`config.mk`:
```
export PLATFORM = sky130hd
export DESIGN_NAME = prime_field_add_sub
export DESIGN_NICKNAME = d
export VERILOG_FILES = /design/src/sv/pfas_pkg.sv /design/src/sv/pfas_seq.sv /design/src/sv/pfas_dp.sv /design/src/sv/prime_field_add_sub.sv
export SDC_FILE = /design/constraint.sdc
export NUM_CORES = 1
export LEC_CHECK = 0
export ABC_AREA = 1
export ABC_CLOCK_PERIOD_IN_PS = 6600
export BUFFER_PORTS_ARGS = -buffer_cell sky130_fd_sc_hd__buf_2
export CAP_MARGIN = 10
export CORE_MARGIN = 4
export CORE_UTILIZATION = 45
export CTS_BUF_LIST = sky130_fd_sc_hd__clkbuf_16
export CTS_CLUSTER_SIZE = 24
export DETAILED_ROUTE_END_ITERATION = 8
export GPL_TIMING_DRIVEN = 0
export PLACE_DENSITY = 0.65
export SYNTH_ARGS = -nofsm -noshare
export SYNTH_HDL_FRONTEND = slang
export SYNTH_SLANG_ARGS = --single-unit
```
`constraint.sdc`:
```
create_clock -name clk -period 6.6 [get_ports clk]
set_input_delay 0.66 -clock clk [delete_from_list [all_inputs] [get_ports clk]]
set_output_delay 0.66 -clock clk [all_outputs]
set_load 0.03 [all_outputs]
```
`src/sv/pfas_pkg.sv`:
```
package pfas_pkg;

	// Operand and result word width
	localparam int WORD_W = 32;
	localparam int INDEX_W = 4;

	// Operation codes
	localparam logic OP_ADD = 1'b0;
	localparam logic OP_SUB = 1'b1;

	// Microprogram step addresses
	localparam int STEP_W = 2;
	localparam logic [STEP_W-1:0] STEP_ACCEPT = 2'd0;
	localparam logic [STEP_W-1:0] STEP_CALC   = 2'd1;
	localparam logic [STEP_W-1:0] STEP_EMIT   = 2'd2;
	localparam logic [STEP_W-1:0] STEP_SPARE  = 2'd3;

	// Jump conditions
	localparam logic [1:0] COND_ALWAYS = 2'd0;
	localparam logic [1:0] COND_START  = 2'd1;
	localparam logic [1:0] COND_FINAL  = 2'd2;
	localparam logic [1:0] COND_END    = 2'd3;

	// One control word of the microprogram
	typedef struct packed {
		logic              busy;
		logic              load;
		logic              calc;
		logic              emit;
		logic [1:0]        cond;
		logic [STEP_W-1:0] target;
		logic [STEP_W-1:0] fall;
	} ctrl_word_t;

	// Datapath status seen by the sequencer
	typedef struct packed {
		logic final_word;
		logic emit_end;
	} dp_status_t;

	// Microprogram ROM
	function automatic ctrl_word_t ucode_rom(input logic [STEP_W-1:0] step);
		ctrl_word_t w;
		w = '0;
		case (step)
			STEP_ACCEPT: begin
				w.busy = 1'b0; w.load = 1'b1; w.cond = COND_START;
				w.target = STEP_CALC; w.fall = STEP_ACCEPT;
			end
			STEP_CALC: begin
				w.busy = 1'b1; w.calc = 1'b1; w.cond = COND_FINAL;
				w.target = STEP_EMIT; w.fall = STEP_ACCEPT;
			end
			STEP_EMIT: begin
				w.busy = 1'b1; w.emit = 1'b1; w.cond = COND_END;
				w.target = STEP_ACCEPT; w.fall = STEP_EMIT;
			end
			default: begin
				w.busy = 1'b1; w.cond = COND_ALWAYS;
				w.target = STEP_ACCEPT; w.fall = STEP_ACCEPT;
			end
		endcase
		return w;
	endfunction

endpackage

```
`src/sv/pfas_seq.sv`:
```
module pfas_seq (
	input  logic                  clk,
	input  logic                  arst_n,
	input  logic                  start,
	input  pfas_pkg::dp_status_t  status,
	output pfas_pkg::ctrl_word_t  ctrl
);

	logic [pfas_pkg::STEP_W-1:0] step_q;
	logic                        take;

	// Fetch the control word of the current step
	assign ctrl = pfas_pkg::ucode_rom(step_q);

	// Evaluate the jump condition
	always_comb begin
		case (ctrl.cond)
			pfas_pkg::COND_ALWAYS: take = 1'b1;
			pfas_pkg::COND_START:  take = start;
			pfas_pkg::COND_FINAL:  take = status.final_word;
			pfas_pkg::COND_END:    take = status.emit_end;
			default:               take = 1'b1;
		endcase
	end

	// Advance the step counter
	always_ff @(posedge clk or negedge arst_n) begin
		if (!arst_n) begin
			step_q <= pfas_pkg::STEP_ACCEPT;
		end else begin
			step_q <= take ? ctrl.target : ctrl.fall;
		end
	end

endmodule

```
`src/sv/pfas_dp.sv`:
```
module pfas_dp #(
	parameter int MAX_WORDS = 16
) (
	input  logic                          clk,
	input  logic                          arst_n,
	input  pfas_pkg::ctrl_word_t          ctrl,
	input  logic                          start,
	input  logic                          req_type,
	input  logic [pfas_pkg::WORD_W-1:0]   a_word,
	input  logic [pfas_pkg::WORD_W-1:0]   b_word,
	input  logic [pfas_pkg::WORD_W-1:0]   modulus_word,
	input  logic                          last_word,
	output pfas_pkg::dp_status_t          status,
	output logic                          done,
	output logic [pfas_pkg::WORD_W-1:0]   result_word,
	output logic [pfas_pkg::INDEX_W-1:0]  word_index,
	output logic                          result_last
);

	localparam int IDX_W = (MAX_WORDS > 1) ? $clog2(MAX_WORDS) : 1;
	localparam logic [IDX_W-1:0] TOP_POS = IDX_W'(MAX_WORDS - 1);

	// Latched transaction
	logic                         type_q;
	logic [pfas_pkg::WORD_W-1:0]  a_q;
	logic [pfas_pkg::WORD_W-1:0]  b_q;
	logic [pfas_pkg::WORD_W-1:0]  p_q;
	logic                         last_q;

	// Chain and control state
	logic             op_q;
	logic             c1_q;
	logic             c2_q;
	logic [IDX_W-1:0] pos_q;
	logic [IDX_W-1:0] end_q;
	logic [IDX_W-1:0] emit_idx_q;
	logic             pick_q;

	// Result buffers
	logic [pfas_pkg::WORD_W-1:0] prim_mem [MAX_WORDS];
	logic [pfas_pkg::WORD_W-1:0] corr_mem [MAX_WORDS];
	logic [pfas_pkg::WORD_W-1:0] prim_rd_s1;
	logic [pfas_pkg::WORD_W-1:0] corr_rd_s1;
	logic                        strobe_s1;
	logic [IDX_W-1:0]            idx_s1;
	logic                        last_s1;

	logic                        op;
	logic [pfas_pkg::WORD_W:0]   x;
	logic [pfas_pkg::WORD_W:0]   y;
	logic                        final_word;
	logic                        pick;
	logic [IDX_W+3:0]            idx_ext;

	// Word arithmetic: primary chain then correction chain
	always_comb begin
		op = (pos_q == '0) ? type_q : op_q;
		if (op == pfas_pkg::OP_ADD) begin
			x = {1'b0, a_q} + {1'b0, b_q} + {{pfas_pkg::WORD_W{1'b0}}, c1_q};
			y = {1'b0, x[pfas_pkg::WORD_W-1:0]} - {1'b0, p_q}
				- {{pfas_pkg::WORD_W{1'b0}}, c2_q};
			pick = x[pfas_pkg::WORD_W] | ~y[pfas_pkg::WORD_W];
		end else begin
			x = {1'b0, a_q} - {1'b0, b_q} - {{pfas_pkg::WORD_W{1'b0}}, c1_q};
			y = {1'b0, x[pfas_pkg::WORD_W-1:0]} + {1'b0, p_q}
				+ {{pfas_pkg::WORD_W{1'b0}}, c2_q};
			pick = x[pfas_pkg::WORD_W];
		end
		final_word = last_q | (pos_q == TOP_POS);
	end

	assign status.final_word = final_word;
	assign status.emit_end   = (emit_idx_q == end_q);

	// Capture the transaction
	always_ff @(posedge clk) begin
		if (ctrl.load && start) begin
			type_q <= req_type;
			a_q    <= a_word;
			b_q    <= b_word;
			p_q    <= modulus_word;
			last_q <= last_word;
		end
	end

	// Hold chain bits, position and selection across the operation
	always_ff @(posedge clk or negedge arst_n) begin
		if (!arst_n) begin
			op_q       <= pfas_pkg::OP_ADD;
			c1_q       <= 1'b0;
			c2_q       <= 1'b0;
			pos_q      <= '0;
			end_q      <= '0;
			emit_idx_q <= '0;
			pick_q     <= 1'b0;
		end else if (ctrl.calc) begin
			op_q <= op;
			if (final_word) begin
				c1_q       <= 1'b0;
				c2_q       <= 1'b0;
				pos_q      <= '0;
				end_q      <= pos_q;
				emit_idx_q <= '0;
				pick_q     <= pick;
			end else begin
				c1_q  <= x[pfas_pkg::WORD_W];
				c2_q  <= y[pfas_pkg::WORD_W];
				pos_q <= pos_q + IDX_W'(1);
			end
		end else if (ctrl.emit) begin
			emit_idx_q <= emit_idx_q + IDX_W'(1);
		end
	end

	// Buffer writes and registered reads
	always_ff @(posedge clk) begin
		if (ctrl.calc) begin
			prim_mem[pos_q] <= x[pfas_pkg::WORD_W-1:0];
			corr_mem[pos_q] <= y[pfas_pkg::WORD_W-1:0];
		end
		prim_rd_s1 <= prim_mem[emit_idx_q];
		corr_rd_s1 <= corr_mem[emit_idx_q];
		idx_s1     <= emit_idx_q;
		last_s1    <= (emit_idx_q == end_q);
	end

	// Result strobe
	always_ff @(posedge clk or negedge arst_n) begin
		if (!arst_n) begin
			strobe_s1 <= 1'b0;
		end else begin
			strobe_s1 <= ctrl.emit;
		end
	end

	assign idx_ext     = {4'b0000, idx_s1};
	assign done        = strobe_s1;
	assign result_word = pick_q ? corr_rd_s1 : prim_rd_s1;
	assign word_index  = idx_ext[pfas_pkg::INDEX_W-1:0];
	assign result_last = last_s1;

endmodule

```
`src/sv/prime_field_add_sub.sv`:
```
// Word-serial modular add / subtract over a prime field.
// Input channel: present one operand word of a, b and the modulus with
// req_type and last_word, least significant word first, and raise start.
// A transaction is taken at a clock edge where start is high and busy is low.
// req_type is sampled on the first word of an operation only; a word at
// position MAX_WORDS-1 ends the operation even without last_word.
// Each operand word is taken in the accept step, then the calculation step of
// the microprogram runs the carry/borrow chains and the buffer write.
// After the last word the block emits n result words, one per cycle, with
// done high for exactly one cycle each; the emit step reads the buffers and
// the read data and done are registered before they are shown.
// busy stays high while the result words are read out of the buffers; the
// next operation can start as the last result word is shown.
// The receiver cannot stall: each result is valid for one cycle only.
// Reset clears the sequencer, chain bits and word position; the buffers are
// not cleared, and every result word emitted is written before it is read out.
module prime_field_add_sub #(
	parameter int MAX_WORDS = 16
) (
	input  logic                          clk,
	input  logic                          arst_n,
	input  logic                          start,
	output logic                          busy,
	input  logic                          req_type,
	input  logic [pfas_pkg::WORD_W-1:0]   a_word,
	input  logic [pfas_pkg::WORD_W-1:0]   b_word,
	input  logic [pfas_pkg::WORD_W-1:0]   modulus_word,
	input  logic                          last_word,
	output logic                          done,
	output logic [pfas_pkg::WORD_W-1:0]   result_word,
	output logic [pfas_pkg::INDEX_W-1:0]  word_index,
	output logic                          result_last
);

	pfas_pkg::ctrl_word_t ctrl;
	pfas_pkg::dp_status_t status;

	// Microprogram sequencer
	pfas_seq u_seq (
		.clk    (clk),
		.arst_n (arst_n),
		.start  (start),
		.status (status),
		.ctrl   (ctrl)
	);

	// Arithmetic and buffers
	pfas_dp #(
		.MAX_WORDS (MAX_WORDS)
	) u_dp (
		.clk          (clk),
		.arst_n       (arst_n),
		.ctrl         (ctrl),
		.start        (start),
		.req_type     (req_type),
		.a_word       (a_word),
		.b_word       (b_word),
		.modulus_word (modulus_word),
		.last_word    (last_word),
		.status       (status),
		.done         (done),
		.result_word  (result_word),
		.word_index   (word_index),
		.result_last  (result_last)
	);

	assign busy = ctrl.busy;

endmodule

```
==> results of run 1 <==
-- synth_stat cells, types with 8 or more instances --
cell | number | share of area [%]
dfxtp_1 | 69 | 2.5
inv_1 | 347 | 2.4
clkbuf_1 | 104 | 0.71
mux2_2 | 32 | 0.65
o22ai_1 | 81 | 0.92
nand3b_1 | 16 | 0.22
xor2_1 | 50 | 0.79
o221ai_1 | 50 | 0.79
nand4_1 | 66 | 0.75
buf_6 | 14 | 0.28
ha_1 | 189 | 4.3
nor3_1 | 30 | 0.27
nand2_2 | 16 | 0.18
and2_1 | 10 | 0.11
nor2_1 | 470 | 3.2
a21oi_1 | 318 | 2.9
a21o_1 | 12 | 0.16
buf_1 | 19 | 0.13
dfrtp_1 | 19 | 0.86
fa_1 | 8 | 0.29
a21oi_2 | 9 | 0.14
o21ai_0 | 362 | 3.3
edfxtp_1 | 1122 | 61
buf_4 | 16 | 0.22
o21a_1 | 9 | 0.12
nand2_1 | 945 | 6.4
buf_2 | 62 | 0.56
a221oi_2 | 63 | 1.7
nand3_1 | 225 | 2.0
o21bai_1 | 18 | 0.24
o21ai_1 | 108 | 0.98
a221oi_1 | 14 | 0.22
-- cell families (layout without fill, tap and decap cells) --
logic type               after synthesis  in the layout  share of synthesized area (%)
buffers and inverters                575           1013                          4.419
other                                  0              1                              0
AO/OA/AOI/OAI                       1065           1065                          11.77
adder cells (fa/ha/maj)              197            197                          4.561
flip-flops                          1210           1210                          64.22
XOR/XNOR                              57             57                         0.9154
AND/OR/NAND/NOR                     1804           1804                          13.47
multiplexers                          32             32                         0.6509
-- cells in the final DEF (no fill, tap or decap), drive strengths merged, types with 5 or more instances in the layout --
| master | instances |
|---|---|
| edfxtp | 1122 |
| nand2 | 961 |
| o21ai | 477 |
| nor2 | 474 |
| inv | 395 |
| a21oi | 327 |
| buf | 323 |
| nand3 | 226 |
| clkbuf | 225 |
| ha | 189 |
| o22ai | 81 |
| a221oi | 77 |
| dfxtp | 69 |
| nand4 | 66 |
| clkinv | 60 |
| xor2 | 51 |
| o221ai | 50 |
| mux2 | 32 |
| nor3 | 30 |
| o21bai | 20 |
| dfrtp | 19 |
| nand3b | 16 |
| a21o | 12 |
| or2 | 11 |
| and2 | 10 |
| o21a | 9 |
| fa | 8 |
| nor4 | 7 |
| xnor2 | 6 |
| bufinv | 5 |
-- metal layers --
metal / vias up / track usage, %
met4: 0 / 13.39
met5: - / 0
met1: 19630 / 37.41
met3: 402 / 4.880
met2: 2115 / 46.16
li1: 18330 / -
-- flip-flops by register name (all words and copies together) (netlist names), 2 cells and up --
| signal | cells |
|---|---|
| u_dp.emit_idx_q | 4 |
| u_dp.b_q | 32 |
| u_dp.prim_rd_s1 | 32 |
| u_seq.step_q | 2 |
| u_dp.word_index | 4 |
| u_dp.corr_mem | 512 |
| u_dp.end_q | 4 |
| u_dp.a_q | 32 |
| u_dp.corr_rd_s1 | 32 |
| u_dp.prim_mem | 512 |
| u_dp.pos_q | 4 |
| u_dp.p_q | 32 |
-- worst max-delay path, stage by stage (launching register included) --
cell,delay (ps)
dfrtp_1,380
inv_1,80
fa_1,540
fa_1,470
o21ai_2,240
nand2_1,70
nand2_1,150
nand3_1,90
nand2_1,200
xor2_1,620
ha_1,360
inv_1,60
ha_1,280
a21oi_1,250
o21ai_0,200
a21oi_1,280
nand3_1,220
a21oi_1,160
o21ai_1,70
nand2_1,600
-- stage by stage --
stage / instance area, um^2 / hold slack [ps]
after floorplan: 55360 / 342.2
after global placement: 58090 / 419.7
after detailed placement: 59540 / 414.9
after CTS: 63300 / 71.47
after global routing: 63310 / 79.43
final: 63310 / 124.4
-- worst max-delay path by stage --
stage,cells after the start,slack [ps],start,endpoint
after floorplan,3,1240,u_seq.step_q[0],u_dp.a_q[0]
after global placement,4,-1580,u_seq.step_q[1],u_dp.prim_mem[11][13]
after detailed placement,19,970,u_dp.c1_q,u_dp.corr_mem[10][19]
after CTS,19,970,u_dp.c1_q,u_dp.corr_mem[7][19]
after global routing,19,670,u_dp.c1_q,u_dp.corr_mem[7][19]
final,19,970,u_dp.c1_q,u_dp.corr_mem[7][19]
-- area by class of cell --
type,count,area share [%]
inverters,357,2.128
repair buffers,211,3.140
multi-input cells,3155,27.72
flip-flops and latches,1210,56.15
diodes,1,0.003953
plain buffers,218,1.735
well taps,1625,3.211
clock buffers,120,4.743
clock inverters,107,1.172
-- timing repair --
action                    4_1_cts  5_1_grt
buffers inserted                0        0
hold buffers                    1        0
hold endpoints to repair       19        0
==> metrics.yaml, run 1 <==
route:
  met3WireLength_um: 17620
  via_per_inst: 5.779
  wirelength_um: 186200
  drtAntennaViolNets: 0
  remaining_drc_errors: 0
  highest_layer: "met4"
  drt_first_iter_violations: 4910
  wl_met2_um: 86920
  route.detailed.wl_per_inst_um: 26.59
  firstDrtPassIters: 6
  num_vias: 40480
  met1_length_um: 71440
floorplan:
  core_area_mm2: 0.1220
  rows: 128
  die_x_um: 358.7
  io_pins: 140
  initial_core_util_pct: 45.36
  die-area_mm2: 0.1287
  die-height_um: 358.7
placed_design:
  post-dp-hpwl_um: 135700
  port-buffer-count: 139
  dp_slack_ps: 973.5
  gp_congestion: 0.9603
  post-place-cells: 6774
yosys:
  count_of_mapped_cells_out_of_synthesis: 4940
  ys.warnings.count: 0
  synth-async-reset-ratio_pct: 1.570
  netlist_area_mm2: 0.05536
  synthFlopType: "edfxtp_1"
  netlist-cell-type-count: 58
  synth_sequential_area_ratio_pct: 64.22
  number_of_synthesized_register_bits: 1210
  syn-mean-instance-area_um2: 11.21
  number_of_enable_type_register_cells_in_the_synthesized_netlist: 1122
  syn-num-nets: 5238
clock_network:
  cts_tree: "yes"
  cts_resized: 0
  root_cell_of_the_clock_tree: "clkbuf_16"
  clkSlewWorstSetupHoldPaths_ps: 60
  deepest_clock_path_buffer_count: 3
  worstSkewPairLatency_ps: 770
  cts_made_buffers: 120
  h-tree-depth: 3
  cts.sink_count: 1210
sta:
  timing.max_slew.rel_slack_pct: 8.979
  final.min_clock_period_ps: 5630
  finalWorstSetupSlack_ps: 969.6
  max_slew_violation_total_from_the_final_report: 0
  fin_skew_ps: 69.55
  final.period_utilization_pct: 85.31
  setup_total_negative_slack_ps: 0
  timing_worst_slew_pin_value_ps: 1365
  max_freq_ghz: 0.1776
  setup_viol: 0
  unrepaired_setup_endpoints_after_global_routing: "no"
  report.final.hold_viol_count: 0
global_route:
  grt_pass1_wl_um: 262400
  grt_antenna_before_repair: 6
  grt_usage_pct: 28.45
  grt_pass1_vias: 38380
  grt_overflow: 0
  grt_max_degree: 37
worst_setup_path:
  critical_path.max_fanout: 16
  regToRegSetupSlack_ps: 970
  critical_path.reg2reg.endpoint: "u_dp.corr_mem[7][19]"
  timing.critical_path.required_ps: 7040
  cp_launch_type: "register"
  setup.worst_path.end_class: "register"
  critPathArrivalTime_ps: 6070
  setup_cp_type: "register to register"
  reg2reg_depth: 19
  worst_r2r_startpoint: "u_dp.c1_q"
layout:
  final_cell_count_no_fill: 7004
  register_area_mm2: 0.03555
  fin_nets: 5571
  final.fill_count: 10610
  post_route_cells_drive_above_1_share_pct: 12.09
  flow.area_growth_from_synthesis_pct: 14.37
  finalCoreUtilization_pct: 51.88
  multiInputGateArea_mm2: 0.01755
hold_path:
  min_path_type: "input port to register"
  hold_depth: 1
  hold_start: "a_word[3]"
  whs_endpoint: "u_dp.a_q[3]"
flow_run:
  max-cap-violations: 0
run_status:
  result_of_the_run: "completed"
Power of run 1 is not shown: default switching activity piles up to over one toggle a cycle in this logic, so the estimate is an artifact.
==> run 2, diff against run 1 <==
--- a/config.mk
+++ b/config.mk
@@ -5,7 +5,7 @@
 export SDC_FILE = /design/constraint.sdc
 export NUM_CORES = 1
 export LEC_CHECK = 0
-export ABC_AREA = 1
+export ABC_AREA = 0
 export ABC_CLOCK_PERIOD_IN_PS = 6600
 export BUFFER_PORTS_ARGS = -buffer_cell sky130_fd_sc_hd__buf_2
 export CAP_MARGIN = 10
@@ -16,6 +16,7 @@
 export DETAILED_ROUTE_END_ITERATION = 8
 export GPL_TIMING_DRIVEN = 0
 export PLACE_DENSITY = 0.65
+export SETUP_SLACK_MARGIN = 0.2
 export SYNTH_ARGS = -nofsm -noshare
 export SYNTH_HDL_FRONTEND = slang
 export SYNTH_SLANG_ARGS = --single-unit
==> metrics.yaml, run 2 <==
run_status:
  result_of_the_run: "completed"
yosys:
  number_of_synthesized_register_bits: 1210  # unchanged
  yosys.area_share.adder_pct: 4.742  # +0.18 points
  syn-mean-instance-area_um2: 15.35  # +37%
  synth-compound-area-share_pct: 9.213  # -2.6 points
  yosysMostFrequentCell: "edfxtp_1"
  count_of_mapped_cells_out_of_synthesis: 3468  # -30%
  post_synthesis_share_of_cell_area_spent_on_and_or_nand_and_nor_gates_pct: 3.804  # -9.7 points
  synth.largest_area_cell: "edfxtp_1"
  number_of_enable_type_register_cells_in_the_synthesized_netlist: 1122  # unchanged
  ys.warnings.count: 0  # unchanged
  synth_top_cells_by_count: "edfxtp_1 (1122), o21ai_0 (211), a21oi_1 (198)"
  fraction_of_synthesized_cell_area_taken_by_the_top_area_cell_type_pct: 63.27  # +2.4 points
  synth.area.mux_share_pct: 11.17  # +11 points
  parity_gate_share_of_the_synthesized_area_counting_xor_and_xnor_cells_pct: 1.891  # +0.98 points
  synth-async-reset-ratio_pct: 1.570  # unchanged
  syn-num-nets: 3766  # -28%
  netlist-cell-type-count: 97  # +67%
  netlist_area_mm2: 0.05325  # -3.8%
  synth_sequential_area_ratio_pct: 66.76  # +2.5 points
  synth_top_cells_by_area: "edfxtp_1 (63%), mux4_2 (5.4%), ha_1 (4.4%), mux2i_1 (3.7%), dfxtp_1 (2.6%)"
  synthFlopType: "edfxtp_1"
  synth_top_family_by_area: "multiplexers"
floorplan:
  die-area_mm2: 0.1239  # -3.7%
  die_x_um: 352  # -1.9%
  die-height_um: 352  # -1.9%
  initial_core_util_pct: 45.58  # +0.22 points
  io_pins: 140  # unchanged
  core_area_mm2: 0.1168  # -4.3%
  rows: 125  # -2.3%
route:
  route.detailed.wl_per_inst_um: 26.70  # +0.42%
  via_per_inst: 5.859  # +1.4%
  drt_first_iter_violations: 3721  # -24%
  num_vias: 31880  # -21%
  drtAntennaViolNets: 0  # unchanged
  firstDrtPassIters: 6  # unchanged
  wirelength_um: 145300  # -22%
  remaining_drc_errors: 0  # unchanged
sta:
  max_slew_violation_total_from_the_final_report: 0  # unchanged
  timing.max_slew.rel_slack_pct: 14.59  # +5.6 points
  report.final.hold_viol_count: 0  # unchanged
  max_freq_ghz: 0.1632  # -8.1%
  timing_worst_slew_pin_value_ps: 1281  # -84.11 ps
  final.min_clock_period_ps: 6128  # +497.7 ps
  setup_viol: 0  # unchanged
  setup_total_negative_slack_ps: 0  # unchanged
  final.period_utilization_pct: 92.85  # +7.5 points
  unrepaired_setup_endpoints_after_global_routing: "yes"
  fin_skew_ps: 38.95  # -30.60 ps
  hold_ws_ps: 104.6  # -19.78 ps
worst_setup_path:
  cp_launch_type: "register"
  critPathArrivalTime_ps: 6710  # +640 ps
  setup_cp_type: "register to register"
  timing.critical_path.max_delay_family: "compound AO/OA/AOI/OAI gates"
  worst_r2r_startpoint: "u_dp.c1_q"
  cp-startpoint: "u_dp.c1_q"
  critical_path.max_fanout: 8  # -8
  regToRegSetupSlack_ps: 470  # -500 ps
  critical_path.reg2reg.endpoint: "u_dp.corr_mem[1][31]"
  path_buf_inv: 4  # +2
  critPathSlowestCell: "fa_2"
  cp_slowest_stage_delay_ps: 430  # -190 ps
  cp_num_cells: 26  # +7
  setup.worst_path.end_class: "register"
  timing.critical_path.required_ps: 7180  # +140 ps
  crit_path_end: "u_dp.corr_mem[1][31]"
  reg2reg_depth: 26  # +7
clock_network:
  worstSkewPairLatency_ps: 730  # -40 ps
  cts_tree: "yes"
  deepest_clock_path_buffer_count: 3  # unchanged
  cts_made_buffers: 119  # -0.83%
  root_cell_of_the_clock_tree: "clkbuf_16"
  cts.sink_count: 1210  # unchanged
  h-tree-depth: 3  # unchanged
  clkSlewWorstSetupHoldPaths_ps: 60  # about the same
global_route:
  grt_max_degree: 46  # +24%
  grt_antenna_before_repair: 6  # unchanged
  grt_pass1_wl_um: 210500  # -20%
  grt_pass1_vias: 31740  # -17%
  grt_overflow: 0  # unchanged
  grt_usage_pct: 22.91  # -5.5 points
placed_design:
  post-dp-hpwl_um: 100300  # -26%
  gp_congestion: 0.9040  # -5.9%
  port-buffer-count: 139  # unchanged
  post-place-cells: 5192  # -23%
layout:
  reg.largest.list: "u_dp.corr_mem (512), u_dp.prim_mem (512)"
  fin_nets: 4097  # -26%
  post_route_cells_drive_above_1_share_pct: 18.06  # +6.0 points
  flow.area_growth_from_synthesis_pct: 14.39  # about the same
  most-common-layout-cells: "edfxtp_1 (1122), inv_1 (220), mux2i_1 (195), ha_1 (187), a21oi_1 (184)"
  finalCoreUtilization_pct: 52.14  # +0.26 points
  final.fill_count: 9469  # -11%
  final_cell_count_no_fill: 5442  # -22%
  commonest_non_fill_non_tap_cell_in_the_layout: "edfxtp_1"
flow_run:
  max-cap-violations: 0  # unchanged
hold_path:
  min_path_type: "input port to register"
[run 2: cell count changes in the layout (fill, tap and decap cells not counted), sizes merged, moves of 126 or more]
| cell | delta |
|---|---|
| inv | -167 |
| mux2i | +196 |
| o21ai | -246 |
| mux4 | +128 |
| nand3 | -202 |
| nand2 | -780 |
| nor2 | -388 |
| a21oi | -126 |
[run 2: per-layer routing]
| layer | share of wire [%] | vias to the layer above | wire (um) | track usage [%] |
|---|---|---|---|---|
| met4 | 2.8 | 0 | 4101 | 7.947 |
| met1 | 42 | 16160 | 60470 | 32.04 |
| met5 | 0 | - | 0 | 0 |
| met3 | 8.2 | 184 | 11880 | 3.622 |
| met2 | 47 | 1348 | 68870 | 36.70 |
| li1 | - | 14190 | - | - |
[run 2: kinds of logic after synthesis]
| group | Yosys count |
|---|---|
| simple gates | 432 |
| flops | 1210 |
| buf+inv | 330 |
| compound gates | 762 |
| fa+ha+maj | 197 |
| xor+xnor | 115 |
| mux | 422 |
[run 2: through the flow]
stage                     setup slack (ps)  area (um^2)
final                                471.9        60910
after detailed placement            -647.5        56970
after CTS                            212.8        60710
after global routing                 136.2        60900
after global placement              -812.5        55850
after floorplan                       1153        53250
[run 2: how the worst min path moves through the flow]
stage	start	end	slack, ps	cells after the start
finish	b_word[4]	u_dp.b_q[4]	100	1
global route	b_word[6]	u_dp.b_q[6]	80	1
floorplan	u_dp.emit_idx_q[2]	u_dp.word_index[2]	350	0
global placement	u_dp.emit_idx_q[2]	u_dp.word_index[2]	420	0
CTS	b_word[4]	u_dp.b_q[4]	60	1
detailed placement	u_dp.emit_idx_q[2]	u_dp.word_index[2]	400	0
[run 2: area by class of cell]
type / count / area, um^2 / share of cell area, %
clock buffers: 121 / 3028 / 4.971
inverters: 189 / 709.4 / 1.165
plain buffers: 141 / 584.3 / 0.9593
multi-input cells: 1928 / 16660 / 27.35
well taps: 1524 / 1907 / 3.130
repair buffers: 210 / 1769 / 2.905
clock inverters: 104 / 666.9 / 1.095
flip-flops and latches: 1210 / 35550 / 58.36
diodes: 15 / 37.54 / 0.06162
[run 2: what timing repair did]
action / 4_1_cts / 5_1_grt
gates resized for setup: 5 / 19
setup endpoints to repair: 66 / 96
gates cloned: 0 / 1
endpoints found under the hold margin: 19 / 0
hold buffers: 1 / 0
pin swaps: 1 / 8
setup buffers: 1 / 3
Power of run 2 is left out for the same reason.
